==> config.mk <==
export PLATFORM = sky130hd
export DESIGN_NAME = packet_id_route_table_unit
export DESIGN_NICKNAME = d
export VERILOG_FILES = /design/src/design/prt_pkg.sv /design/src/design/packet_id_route_table_unit.sv /design/src/design/prt_ctrl.sv /design/src/design/prt_datapath.sv
export SDC_FILE = /design/constraint.sdc
export NUM_CORES = 1
export LEC_CHECK = 0
export BUFFER_PORTS_ARGS = -buffer_cell sky130_fd_sc_hd__buf_2
export CORE_MARGIN = 4
export CORE_UTILIZATION = 40
export CTS_CLUSTER_SIZE = 8
export DETAILED_ROUTE_END_ITERATION = 7
export PLACE_DENSITY = 0.62
export SLEW_MARGIN = 5
export SYNTH_ARGS = -nofsm -noshare
export SYNTH_HDL_FRONTEND = slang
export SYNTH_SLANG_ARGS = --single-unit
==> constraint.sdc <==
create_clock -name clock -period 3.57 [get_ports clock]
set_input_delay 0.5355 -clock clock [delete_from_list [all_inputs] [get_ports clock]]
set_output_delay 0.5355 -clock clock [all_outputs]
set_load 0.02 [all_outputs]
==> src/design/prt_pkg.sv <==
// ----------------------------------------------------------------------------
// Packet id route table package
// Shared widths, operation and status codes, and controller/datapath types.
// ----------------------------------------------------------------------------
`default_nettype none

package prt_pkg;

   // Defaults for the top-level parameters.
   localparam int ENTRIES_DEF   = 16;
   localparam int ID_LIMIT_DEF  = 2047;
   localparam int DEST_BITS_DEF = 8;

   // Fixed field widths of the item channels.
   localparam int KIND_W     = 2;
   localparam int APP_ID_W   = 16;
   localparam int TAG_W      = 8;
   localparam int STATUS_W   = 2;
   localparam int REQ_DATA_W = 24;
   localparam int RSP_DATA_W = 16;

   // Operation carried by an input item.
   typedef enum logic [KIND_W-1:0] {
      KIND_REGISTER   = 2'd0,
      KIND_UNREGISTER = 2'd1,
      KIND_ROUTE      = 2'd2,
      KIND_RESERVED   = 2'd3
   } kind_type;

   // Outcome reported with every result item.
   typedef enum logic [STATUS_W-1:0] {
      ST_OK        = 2'd0,
      ST_INVALID   = 2'd1,
      ST_FULL      = 2'd2,
      ST_NOT_FOUND = 2'd3
   } status_type;

   // Controller states.
   typedef enum logic {
      S_IDLE = 1'b0,
      S_EXEC = 1'b1
   } state_type;

   // Commands from the controller to the datapath.
   typedef struct packed {
      logic capture;   // take the input item and register the compare result
      logic commit;    // write back the table and load the result register
   } cmd_type;

   // Status from the datapath to the controller.
   typedef struct packed {
      logic rsp_stall; // result register holds an item that is not taken
   } stat_type;

endpackage : prt_pkg

`default_nettype wire

==> src/design/packet_id_route_table_unit.sv <==
// Result: the item is captured on acceptance in the idle state, and the result register is
// loaded from the execute state once the downstream side no longer holds it.
// One item is in work at a time: the compare over all slots, registered at acceptance, is
// followed by the write-back into the slot array, which waits while the result is held.
// Reset: synchronous; clears all slot valid bits and the result valid bit,
// with no clearing pass.
// ----------------------------------------------------------------------------
// Packet id route table unit
// Associative table mapping application ids to destination tags.
// ----------------------------------------------------------------------------
`default_nettype none

module packet_id_route_table_unit
   import prt_pkg::*;
#(
   parameter int ENTRIES   = ENTRIES_DEF,
   parameter int ID_LIMIT  = ID_LIMIT_DEF,
   parameter int DEST_BITS = DEST_BITS_DEF
)
(
   input  wire logic                  clock,
   input  wire logic                  reset,
   input  wire logic                  req_tvalid,
   output logic                       req_tready,
   input  wire logic [KIND_W-1:0]     req_tuser,  // [1:0] kind
   input  wire logic [REQ_DATA_W-1:0] req_tdata,  // [15:0] app_id, [23:16] dest_tag
   output logic                       rsp_tvalid,
   input  wire logic                  rsp_tready,
   output logic [RSP_DATA_W-1:0]      rsp_tdata   // [1:0] status, [9:2] route_dest, zero pad
);

   cmd_type               cmd;
   stat_type              stat;
   logic [STATUS_W-1:0]   rsp_status;
   logic [TAG_W-1:0]      rsp_route_dest;

   // Sequencer.
   prt_ctrl u_ctrl (
      .clock      (clock),
      .reset      (reset),
      .req_tvalid (req_tvalid),
      .req_tready (req_tready),
      .stat       (stat),
      .cmd        (cmd)
   );

   // Slot array and result register.
   prt_datapath #(
      .ENTRIES   (ENTRIES),
      .ID_LIMIT  (ID_LIMIT),
      .DEST_BITS (DEST_BITS)
   ) u_datapath (
      .clock          (clock),
      .reset          (reset),
      .cmd            (cmd),
      .stat           (stat),
      .req_kind       (req_tuser),
      .req_app_id     (req_tdata[APP_ID_W-1:0]),
      .req_dest_tag   (req_tdata[APP_ID_W+TAG_W-1:APP_ID_W]),
      .rsp_tready     (rsp_tready),
      .rsp_tvalid     (rsp_tvalid),
      .rsp_status     (rsp_status),
      .rsp_route_dest (rsp_route_dest)
   );

   // Pack the result item.
   assign rsp_tdata = {{(RSP_DATA_W-STATUS_W-TAG_W){1'b0}}, rsp_route_dest, rsp_status};

endmodule : packet_id_route_table_unit

`default_nettype wire

==> src/design/prt_ctrl.sv <==
// ----------------------------------------------------------------------------
// Packet id route table controller
// Two-state sequencer: accept and compare, then write back and respond.
// ----------------------------------------------------------------------------
`default_nettype none

module prt_ctrl
   import prt_pkg::*;
(
   input  wire logic     clock,
   input  wire logic     reset,
   input  wire logic     req_tvalid,
   output logic          req_tready,
   input  wire stat_type stat,
   output cmd_type       cmd
);

   state_type state_ff;
   state_type state_in;

   // State register.
   always_ff @(posedge clock) begin
      if (reset) begin
         state_ff <= S_IDLE;
      end else begin
         state_ff <= state_in;
      end
   end

   // Next state.
   always_comb begin
      state_in = state_ff;
      case (state_ff)
         S_IDLE: begin
            if (req_tvalid) begin
               state_in = S_EXEC;
            end
         end
         S_EXEC: begin
            if (!stat.rsp_stall) begin
               state_in = S_IDLE;
            end
         end
         default: begin
            state_in = S_IDLE;
         end
      endcase
   end

   // Outputs.
   always_comb begin
      req_tready  = 1'b0;
      cmd.capture = 1'b0;
      cmd.commit  = 1'b0;
      case (state_ff)
         S_IDLE: begin
            req_tready  = 1'b1;
            cmd.capture = req_tvalid;
         end
         S_EXEC: begin
            cmd.commit = !stat.rsp_stall;
         end
         default: begin
            req_tready = 1'b0;
         end
      endcase
   end

endmodule : prt_ctrl

`default_nettype wire

==> src/design/prt_datapath.sv <==
// ----------------------------------------------------------------------------
// Packet id route table datapath
// Slot array with parallel id compare, free-slot encoder and result register.
// ----------------------------------------------------------------------------
`default_nettype none

module prt_datapath
   import prt_pkg::*;
#(
   parameter int ENTRIES   = ENTRIES_DEF,
   parameter int ID_LIMIT  = ID_LIMIT_DEF,
   parameter int DEST_BITS = DEST_BITS_DEF
)
(
   input  wire logic                  clock,
   input  wire logic                  reset,
   input  wire cmd_type               cmd,
   output stat_type                   stat,
   input  wire logic [KIND_W-1:0]     req_kind,
   input  wire logic [APP_ID_W-1:0]   req_app_id,
   input  wire logic [TAG_W-1:0]      req_dest_tag,
   input  wire logic                  rsp_tready,
   output logic                       rsp_tvalid,
   output logic [STATUS_W-1:0]        rsp_status,
   output logic [TAG_W-1:0]           rsp_route_dest
);

   localparam int ID_BITS = $clog2(ID_LIMIT + 1);

   // Slot storage: valid bits are reset, ids and tags are not.
   logic [ENTRIES-1:0]   slot_valid_ff;
   logic [ENTRIES-1:0]   slot_valid_in;
   logic [ID_BITS-1:0]   slot_id_ff   [ENTRIES];
   logic [DEST_BITS-1:0] slot_dest_ff [ENTRIES];

   // Item captured at acceptance.
   kind_type             kind_ff;
   logic                 id_ok_ff;
   logic [ID_BITS-1:0]   id_ff;
   logic [DEST_BITS-1:0] tag_ff;
   logic [ENTRIES-1:0]   hit_ff;

   logic [ENTRIES-1:0]   hit_in;
   logic [DEST_BITS-1:0] tag_in;
   logic [DEST_BITS+TAG_W-1:0] tag_wide;

   // Result register.
   logic                 rsp_valid_ff;
   logic                 rsp_valid_in;
   status_type           rsp_status_ff;
   status_type           rsp_status_in;
   logic [TAG_W-1:0]     rsp_dest_ff;
   logic [TAG_W-1:0]     rsp_dest_in;

   // Write-back selection.
   logic [ENTRIES-1:0]   free_vec;
   logic [ENTRIES-1:0]   free_onehot;
   logic [ENTRIES-1:0]   write_sel;
   logic                 hit_any;
   logic [DEST_BITS-1:0] hit_dest;
   logic [DEST_BITS+TAG_W-1:0] dest_wide;

   // Stored tags keep the low DEST_BITS bits of the input tag.
   assign tag_wide = {{DEST_BITS{1'b0}}, req_dest_tag};
   assign tag_in   = tag_wide[DEST_BITS-1:0];

   // Parallel compare of the incoming id against every valid slot.
   always_comb begin
      for (int i = 0; i < ENTRIES; i++) begin
         hit_in[i] = slot_valid_ff[i] && (slot_id_ff[i] == req_app_id[ID_BITS-1:0]);
      end
   end

   // Capture the item and its compare vector.
   always_ff @(posedge clock) begin
      if (cmd.capture) begin
         kind_ff  <= kind_type'(req_kind);
         id_ok_ff <= (req_app_id <= APP_ID_W'(ID_LIMIT));
         id_ff    <= req_app_id[ID_BITS-1:0];
         tag_ff   <= tag_in;
         hit_ff   <= hit_in;
      end
   end

   // Lowest free slot as a one-hot vector.
   assign free_vec    = ~slot_valid_ff;
   assign free_onehot = free_vec & (~free_vec + ENTRIES'(1));
   assign hit_any     = |hit_ff;

   // Tag of the matching slot; ids are unique among valid slots.
   always_comb begin
      hit_dest = '0;
      for (int i = 0; i < ENTRIES; i++) begin
         if (hit_ff[i]) begin
            hit_dest = hit_dest | slot_dest_ff[i];
         end
      end
   end

   assign dest_wide = {{TAG_W{1'b0}}, hit_dest};

   // Operation decode for the write-back cycle.
   always_comb begin
      slot_valid_in = slot_valid_ff;
      write_sel     = '0;
      rsp_status_in = ST_NOT_FOUND;
      rsp_dest_in   = '0;
      if (!id_ok_ff) begin
         rsp_status_in = ST_INVALID;
      end else begin
         case (kind_ff)
            KIND_REGISTER: begin
               write_sel = hit_any ? hit_ff : free_onehot;
               if (write_sel == '0) begin
                  rsp_status_in = ST_FULL;
               end else begin
                  slot_valid_in = slot_valid_ff | write_sel;
                  rsp_status_in = ST_OK;
               end
            end
            KIND_UNREGISTER: begin
               if (hit_any) begin
                  slot_valid_in = slot_valid_ff & ~hit_ff;
                  rsp_status_in = ST_OK;
               end
            end
            KIND_ROUTE: begin
               if (hit_any) begin
                  rsp_dest_in   = dest_wide[TAG_W-1:0];
                  rsp_status_in = ST_OK;
               end
            end
            default: begin
               rsp_status_in = ST_NOT_FOUND;
            end
         endcase
      end
   end

   // Valid bits, cleared at reset.
   always_ff @(posedge clock) begin
      if (reset) begin
         slot_valid_ff <= '0;
      end else if (cmd.commit) begin
         slot_valid_ff <= slot_valid_in;
      end
   end

   // Slot id and tag write-back.
   always_ff @(posedge clock) begin
      for (int i = 0; i < ENTRIES; i++) begin
         if (cmd.commit && write_sel[i]) begin
            slot_id_ff[i]   <= id_ff;
            slot_dest_ff[i] <= tag_ff;
         end
      end
   end

   // Result register handshake.
   assign rsp_valid_in = cmd.commit ? 1'b1 : (rsp_valid_ff && !rsp_tready);

   always_ff @(posedge clock) begin
      if (reset) begin
         rsp_valid_ff <= 1'b0;
      end else begin
         rsp_valid_ff <= rsp_valid_in;
      end
   end

   always_ff @(posedge clock) begin
      if (cmd.commit) begin
         rsp_status_ff <= rsp_status_in;
         rsp_dest_ff   <= rsp_dest_in;
      end
   end

   assign stat.rsp_stall = rsp_valid_ff && !rsp_tready;
   assign rsp_tvalid     = rsp_valid_ff;
   assign rsp_status     = rsp_status_ff;
   assign rsp_route_dest = rsp_dest_ff;

endmodule : prt_datapath

`default_nettype wire

==> results.cfg, run 1 <==
[critical_path]
end_kind = register
critPathLaunchType = register
rrSetupSlack_ns = 0.57
r2r_start = u_datapath.hit_ff[6]
arrival_ns = 3.26
slowest_delay_ns = 0.61
crit_chain = nor4_2 > nand4_2 > or3_4 > or3_1 > a21oi_2 > buf_4
critPathKind = register to register
crit_buf_inv = 1
cp_max_fo = 11
critPathSlowestCell = edfxtp_1
cp.depth = 6
r2r_end = u_datapath.slot_id_ff[3][2]
reg2reg_depth = 6
critPathTopFamily = simple AND/OR/NAND/NOR gates
crit_start = u_datapath.hit_ff[6]
worst_ep_required_time_ns = 3.83
crit_end = u_datapath.slot_id_ff[3][2]

[pwr]
p_leak_nw = 5.36
cellPowerDensity_nw_per_um2 = 567
power_w = 0.00971
irDropWorstVdd_mv = 0.345

[clocking]
cts_tree = built
cts_buffers = 52
clkTransAtPathRegs_ns = 0.05
cts-root-buf = clkbuf_16
h-tree-depth = 2
hold_buffers = 0
postCtsSetupBuffers = 0
max-clock-path-buffers = 3
cts.sinks = 370
cts_resized = 0
worstSkewPairLatency_ns = 0.56

[floorplanning]
rows = 69
die_height_um = 200
initial_core_util_pct = 41.0
die_area_um2 = 39900
core_area_um2 = 35900
fp.dieW_um = 200
io-pin-count = 48

[final_layout]
drive_gt1_share_pct = 16.4
fin_cells = 1473
n_antenna_cell = 0
syn_to_final_growth_pct = 16.5
n_fill_cell = 2989
final_common_cell = edfxtp_1
final_cell_mix = 352 x edfxtp_1, 176 x xnor2_1, 54 x clkbuf_16
final_net_count = 1024

[synth]
syn_inst = 897
synth-edff-count = 352
yosys.area_share.adder_pct = 0.340
ys_top_cells_by_area = edfxtp_1 72%, xnor2_1 10%, dfxtp_1 2.4%, nand4_1 2.2%, a221oi_1 1.7%
synth_xor_area_share_pct = 10.5
synth-seq-cells = 370
synthMuxAreaShare_pct = 0
synth_top_area_share_pct = 71.8
ys.flop_type = edfxtp_1
yosys.area.top_type = edfxtp_1
avgSynthCellArea_um2 = 16.4
synth-compound-area-share_pct = 7.29
seq_area_frac_synth_pct = 74.3
synthArstFlopShare_pct = 0
synth_top_family_by_area = XOR/XNOR gates
yosys.area_share.simple_pct = 5.64
ys_warn_count = 0
synth_cell_types = 52
syn_area_um2 = 14700

[grt]
grt_use_total_pct = 18.8
grt_max_degree = 39
overflow = 0
antenna_found_initial = 0
grt_pass1_wl_um = 55100
grt_pass1_vias = 8058

[sta]
hold_viol_final = 0
period_share_pct = 84.1
period_minus_slack_ns = 3.00
fin_tns_setup_ns = 0
layout_setup_ws_ns = 0.567
rsz0062_at_grt = false
maxSlewHeadroom_pct = 37.1
slew_viol_final = 0
max_freq_mhz = 333
setup_viol = 0
worst_pin_slew_ns = 0.944
skew_ns = 0.0199

[drt]
finalWirelength_um = 37400
drc = 0
top_layer = met4
drt-met1-wl_um = 16500
wire_per_inst_um = 25.4
firstDrtPassIters = 5
drt-initial-drc-count = 916
via_count = 8376
route.met3.wl_um = 2700
wl_met2_um = 17600
antenna_left = 0
via_per_inst = 5.69

[run_status]
status = finished, final reports clean

[placement]
dp_cells = 1397
gp_congestion = 0.835
portBuffers = 41
place_hpwl_um = 22900
pre_cts_ws_ns = 0.569

[hold_path]
min_path_type = input pin to register

[job]
maxCapViolCount = 0
[Yosys cell counts (2+ instances only)]
| master | n |
|---|---|
| nand2_1 | 8 |
| a31oi_1 | 13 |
| a22o_1 | 24 |
| clkbuf_1 | 44 |
| buf_4 | 7 |
| o21a_1 | 8 |
| a211oi_1 | 9 |
| a21o_1 | 5 |
| or3_4 | 2 |
| nand4_1 | 52 |
| a22oi_1 | 16 |
| nor2_1 | 25 |
| a221oi_1 | 29 |
| inv_1 | 13 |
| a31o_2 | 2 |
| buf_2 | 2 |
| a21oi_1 | 14 |
| nand3_1 | 6 |
| or3_1 | 2 |
| nor4_1 | 5 |
| a41oi_1 | 3 |
| o211ai_1 | 2 |
| dfxtp_1 | 18 |
| ha_1 | 4 |
| and3_1 | 9 |
| xnor2_1 | 176 |
| edfxtp_1 | 352 |
| nor3b_1 | 3 |
| o21ai_0 | 2 |
| nor3_1 | 20 |
[worst min path at each step]
stage / from / to / slack (ns) / depth (start not counted)
6_report: req_tdata[19] / u_datapath.tag_ff[3] / 0.16 / 1
5_1_grt: req_tdata[19] / u_datapath.tag_ff[3] / 0.14 / 1
4_1_cts: req_tdata[19] / u_datapath.tag_ff[3] / 0.13 / 1
3_5_place_dp: u_datapath.slot_valid_ff[4] / u_datapath.slot_valid_ff[4] / 0.58 / 2
3_3_place_gp: u_datapath.slot_valid_ff[4] / u_datapath.slot_valid_ff[4] / 0.56 / 2
2_1_floorplan: u_datapath.slot_valid_ff[6] / u_datapath.slot_valid_ff[6] / 0.49 / 2
[kinds of logic (layout without fill, tap and decap cells)]
group / count (synthesis) / count (layout)
adder cells (fa/ha/maj): 4 / 4
flip-flops: 370 / 370
AND/OR/NAND/NOR: 143 / 143
other: 1 / 6
buffers and inverters: 67 / 177
AO/OA/AOI/OAI: 136 / 136
XOR/XNOR: 176 / 176
[sequential cells by signal (all words and copies together) (netlist names)]
name and count:
u_datapath.hit_ff 16, u_datapath.id_ok_ff 1, u_datapath.slot_id_ff 176, u_datapath.rsp_route_dest 8, u_datapath.kind_ff 2, u_datapath.slot_valid_ff 16
u_ctrl.state_ff 1, u_datapath.slot_dest_ff 128, u_datapath.rsp_tvalid 1, u_datapath.id_ff 11, u_datapath.tag_ff 8, u_datapath.rsp_status 2
[where the power goes]
| group | switching (W) | leakage (nW) | internal (W) | total [W] |
|---|---|---|---|---|
| registers | 0.000110 | 3.35 | 0.00483 | 0.00494 |
| logic | 0.000243 | 1.32 | 0.000144 | 0.000387 |
| clock network | 0.00167 | 0.700 | 0.00271 | 0.00438 |
| total | 0.00202 | 5.36 | 0.00769 | 0.00971 |
[layout make-up]
cell class,instances,area [µm²],share of cell area [%]
sequential,370,10900,63.8
timing repair buffer,88,583,3.40
multi-input combinational,465,3550,20.7
clock inverter,2,25.0,0.146
tap,461,577,3.37
inverter,13,48.8,0.285
clock buffer,74,1430,8.32
[through the flow]
stage / area, µm² / utilization (%) / hold slack [ns]
5_1_grt: 17100 / 47.7 / 0.143
3_3_place_gp: 15700 / 43.7 / 0.561
3_5_place_dp: 15700 / 43.7 / 0.577
6_report: 17100 / 47.7 / 0.160
4_1_cts: 17100 / 47.7 / 0.133
2_1_floorplan: 14700 / - / 0.493
[routing by layer]
layer	GRT usage [%]	up-vias
li1	-	3648
met1	27.9	4316
met2	29.3	367
met3	3.52	45
met4	4.55	0
met5	0	-
Note: power is estimated with default switching activity, not from simulation.
==> run 2, diff against run 1 <==
--- a/config.mk
+++ b/config.mk
@@ -5,6 +5,7 @@
 export SDC_FILE = /design/constraint.sdc
 export NUM_CORES = 1
 export LEC_CHECK = 0
+export ABC_AREA = 1
 export BUFFER_PORTS_ARGS = -buffer_cell sky130_fd_sc_hd__buf_2
 export CORE_MARGIN = 4
 export CORE_UTILIZATION = 40
==> constraint.sdc (replaced) <==
create_clock -name clock -period 2.98 [get_ports clock]
set_input_delay 0.447 -clock clock [delete_from_list [all_inputs] [get_ports clock]]
set_output_delay 0.447 -clock clock [all_outputs]
set_load 0.02 [all_outputs]
==> run 2 against run 1 <==
Compared with the run above: routed wire length rose by 13%; synthesized area rose by 4.1%; combinational power rose by 37%; sequential cell count did not move.
==> results.cfg, run 2 <==
[synth]
syn_area_um2 = 15300
yosysMostFrequentCell = edfxtp_1
synthArstFlopShare_pct = 0
synth_top_area_share_pct = 69.0
synth_cell_types = 49
seq_area_frac_synth_pct = 71.4
synthTopCellsByCount = 352 x edfxtp_1, 131 x nand2_1, 78 x inv_1
ys_top_cells_by_area = edfxtp_1 69%, nand2_1 3.2%, a22o_1 2.6%, dfxtp_1 2.4%, a221oi_1 2.2%
synth-edff-count = 352
ys.flop_type = edfxtp_1
synth-seq-cells = 370
yosys.area.top_type = edfxtp_1
ys_warn_count = 0
syn_inst = 1119
avgSynthCellArea_um2 = 13.7

[grt]
antenna_found_initial = 0
overflow = 0
grt_use_total_pct = 20.2
grt_max_degree = 39
grt_pass1_vias = 9696
grt_pass1_wl_um = 62900

[pwr]
cellPowerDensity_nw_per_um2 = 655
p_sw_w = 0.00252
seqPwrFrac_pct = 50.6
irDropWorstVdd_mv = 0.393
switching_share_pct = 21.5
power.internal_w = 0.00916
power_frac_clock_pct = 44.8
p_comb_share_pct = 4.6
p_leak_nw = 5.96

[drt]
via_count = 9919
top_layer = met4
via_per_inst = 5.65
antenna_left = 0
wl_met2_um = 19600
finalWirelength_um = 42200
firstDrtPassIters = 5
wire_per_inst_um = 24.0
drt-initial-drc-count = 1038
route.met3.wl_um = 3390
drc = 0
drt-met1-wl_um = 18200

[placement]
dp_cells = 1678
place_area_um2 = 16400
gp_congestion = 0.871
portBuffers = 41
pre_cts_ws_ns = 0.593
place_hpwl_um = 26800

[final_layout]
final_common_cell = edfxtp_1
top_regs = u_datapath.slot_id_ff x176, u_datapath.slot_dest_ff x128
final_cell_mix = 352 x edfxtp_1, 131 x nand2_1, 78 x inv_1
drive_gt1_share_pct = 18.0
largest_register_ffs = 176
fin_cells = 1755
fin_util_pct = 47.3
final_net_count = 1255
syn_to_final_growth_pct = 16.5
n_antenna_cell = 0
largest_register = u_datapath.slot_id_ff
design_area_um2 = 17800

[critical_path]
crit_buf_inv = 2
critPathKind = register to register
end_kind = register
slowest_delay_ns = 0.43
cp_max_fo = 13
critPathSlowestCell = edfxtp_1
rrSetupSlack_ns = 0.57
arrival_ns = 2.67
cp.depth = 8
crit_chain = nor2_1 > nand2_1 > nor2_4 > nand2_4 > o21ai_2 > inv_1 > nor2_2 > buf_4
critPathTopFamily = simple AND/OR/NAND/NOR gates
worst_ep_required_time_ns = 3.24
critPathLaunchType = register
reg2reg_depth = 8

[sta]
worst_pin_slew_ns = 0.914
period_share_pct = 80.7
skew_ns = 0.0219
layout_setup_ws_ns = 0.574
hold_viol_final = 0
fin_tns_setup_ns = 0
maxSlewHeadroom_pct = 39.1
setup_viol = 0
slew_viol_final = 0
rsz0062_at_grt = false
max_freq_mhz = 416
period_minus_slack_ns = 2.41

[floorplanning]
die_height_um = 204
die_area_um2 = 41500
rows = 71
initial_core_util_pct = 40.6
io-pin-count = 48
fp.dieW_um = 204
core_area_um2 = 37800

[clocking]
postCtsSetupBuffers = 0
max-clock-path-buffers = 3
h-tree-depth = 2
hold_buffers = 0
cts_resized = 0
clkTransAtPathRegs_ns = 0.05
cts_buffers = 52
worstSkewPairLatency_ns = 0.57
cts_tree = built
cts.sinks = 370
cts-root-buf = clkbuf_16

[job]
maxCapViolCount = 0

[hold_path]
min_path_type = input pin to register
holdPathStages = 1

[run_status]
status = finished, final reports clean
run 2: final timing paths:
check                        start                           end
max reg2reg   u_datapath.hit_ff[7]  u_datapath.slot_id_ff[0][33]
max           u_datapath.hit_ff[7]  u_datapath.slot_id_ff[0][33]
min reg2reg  u_datapath.rsp_tvalid         u_datapath.rsp_tvalid
min                  req_tdata[17]          u_datapath.tag_ff[1]
run 2: cell families (layout without fill, tap and decap cells):
logic type / count (synthesis) / in the layout / synth area share, %
buffers and inverters: 143 / 263 / 3.95
AND/OR/NAND/NOR: 280 / 280 / 8.75
flip-flops: 370 / 370 / 71.4
adder cells (fa/ha/maj): 4 / 4 / 0.327
other: 1 / 6 / 0.0245
XOR/XNOR: 47 / 47 / 2.69
AO/OA/AOI/OAI: 274 / 274 / 12.9
run 2: layer usage:
metal | vias up | track usage (%)
li1 | 4425 | -
met1 | 4959 | 29.4
met2 | 456 | 32.0
met3 | 79 | 2.73
met4 | 0 | 5.81
met5 | - | 0
run 2: power by group through the flow:
stage / clock [W] / combinational [W] / sequential, W
3_3_place_gp: 0 / 0.000523 / 0.00601
3_5_place_dp: 0 / 0.000526 / 0.00601
2_1_floorplan: 0 / 0.000315 / 0.00595
5_1_grt: 0.00558 / 0.000576 / 0.00592
4_1_cts: 0.00532 / 0.000528 / 0.00591
6_report: 0.00523 / 0.000532 / 0.00592
run 2: cell type report:
class / instances / area (µm²)
clock buffers: 74 / 1410
clock inverters: 3 / 26.3
fillers: 3308 / 19900
inverters: 81 / 304
multi-input cells: 611 / 3850
flip-flops and latches: 370 / 10900
well taps: 511 / 639
repair buffers: 105 / 686
run 2: per-stage QoR:
stage / hold WS [ns] / total power (W)
floorplan: 0.472 / 0.00627
global placement: 0.486 / 0.00653
detailed placement: 0.492 / 0.00654
CTS: 0.0473 / 0.0118
global route: 0.0453 / 0.0121
finish: 0.0712 / 0.0117
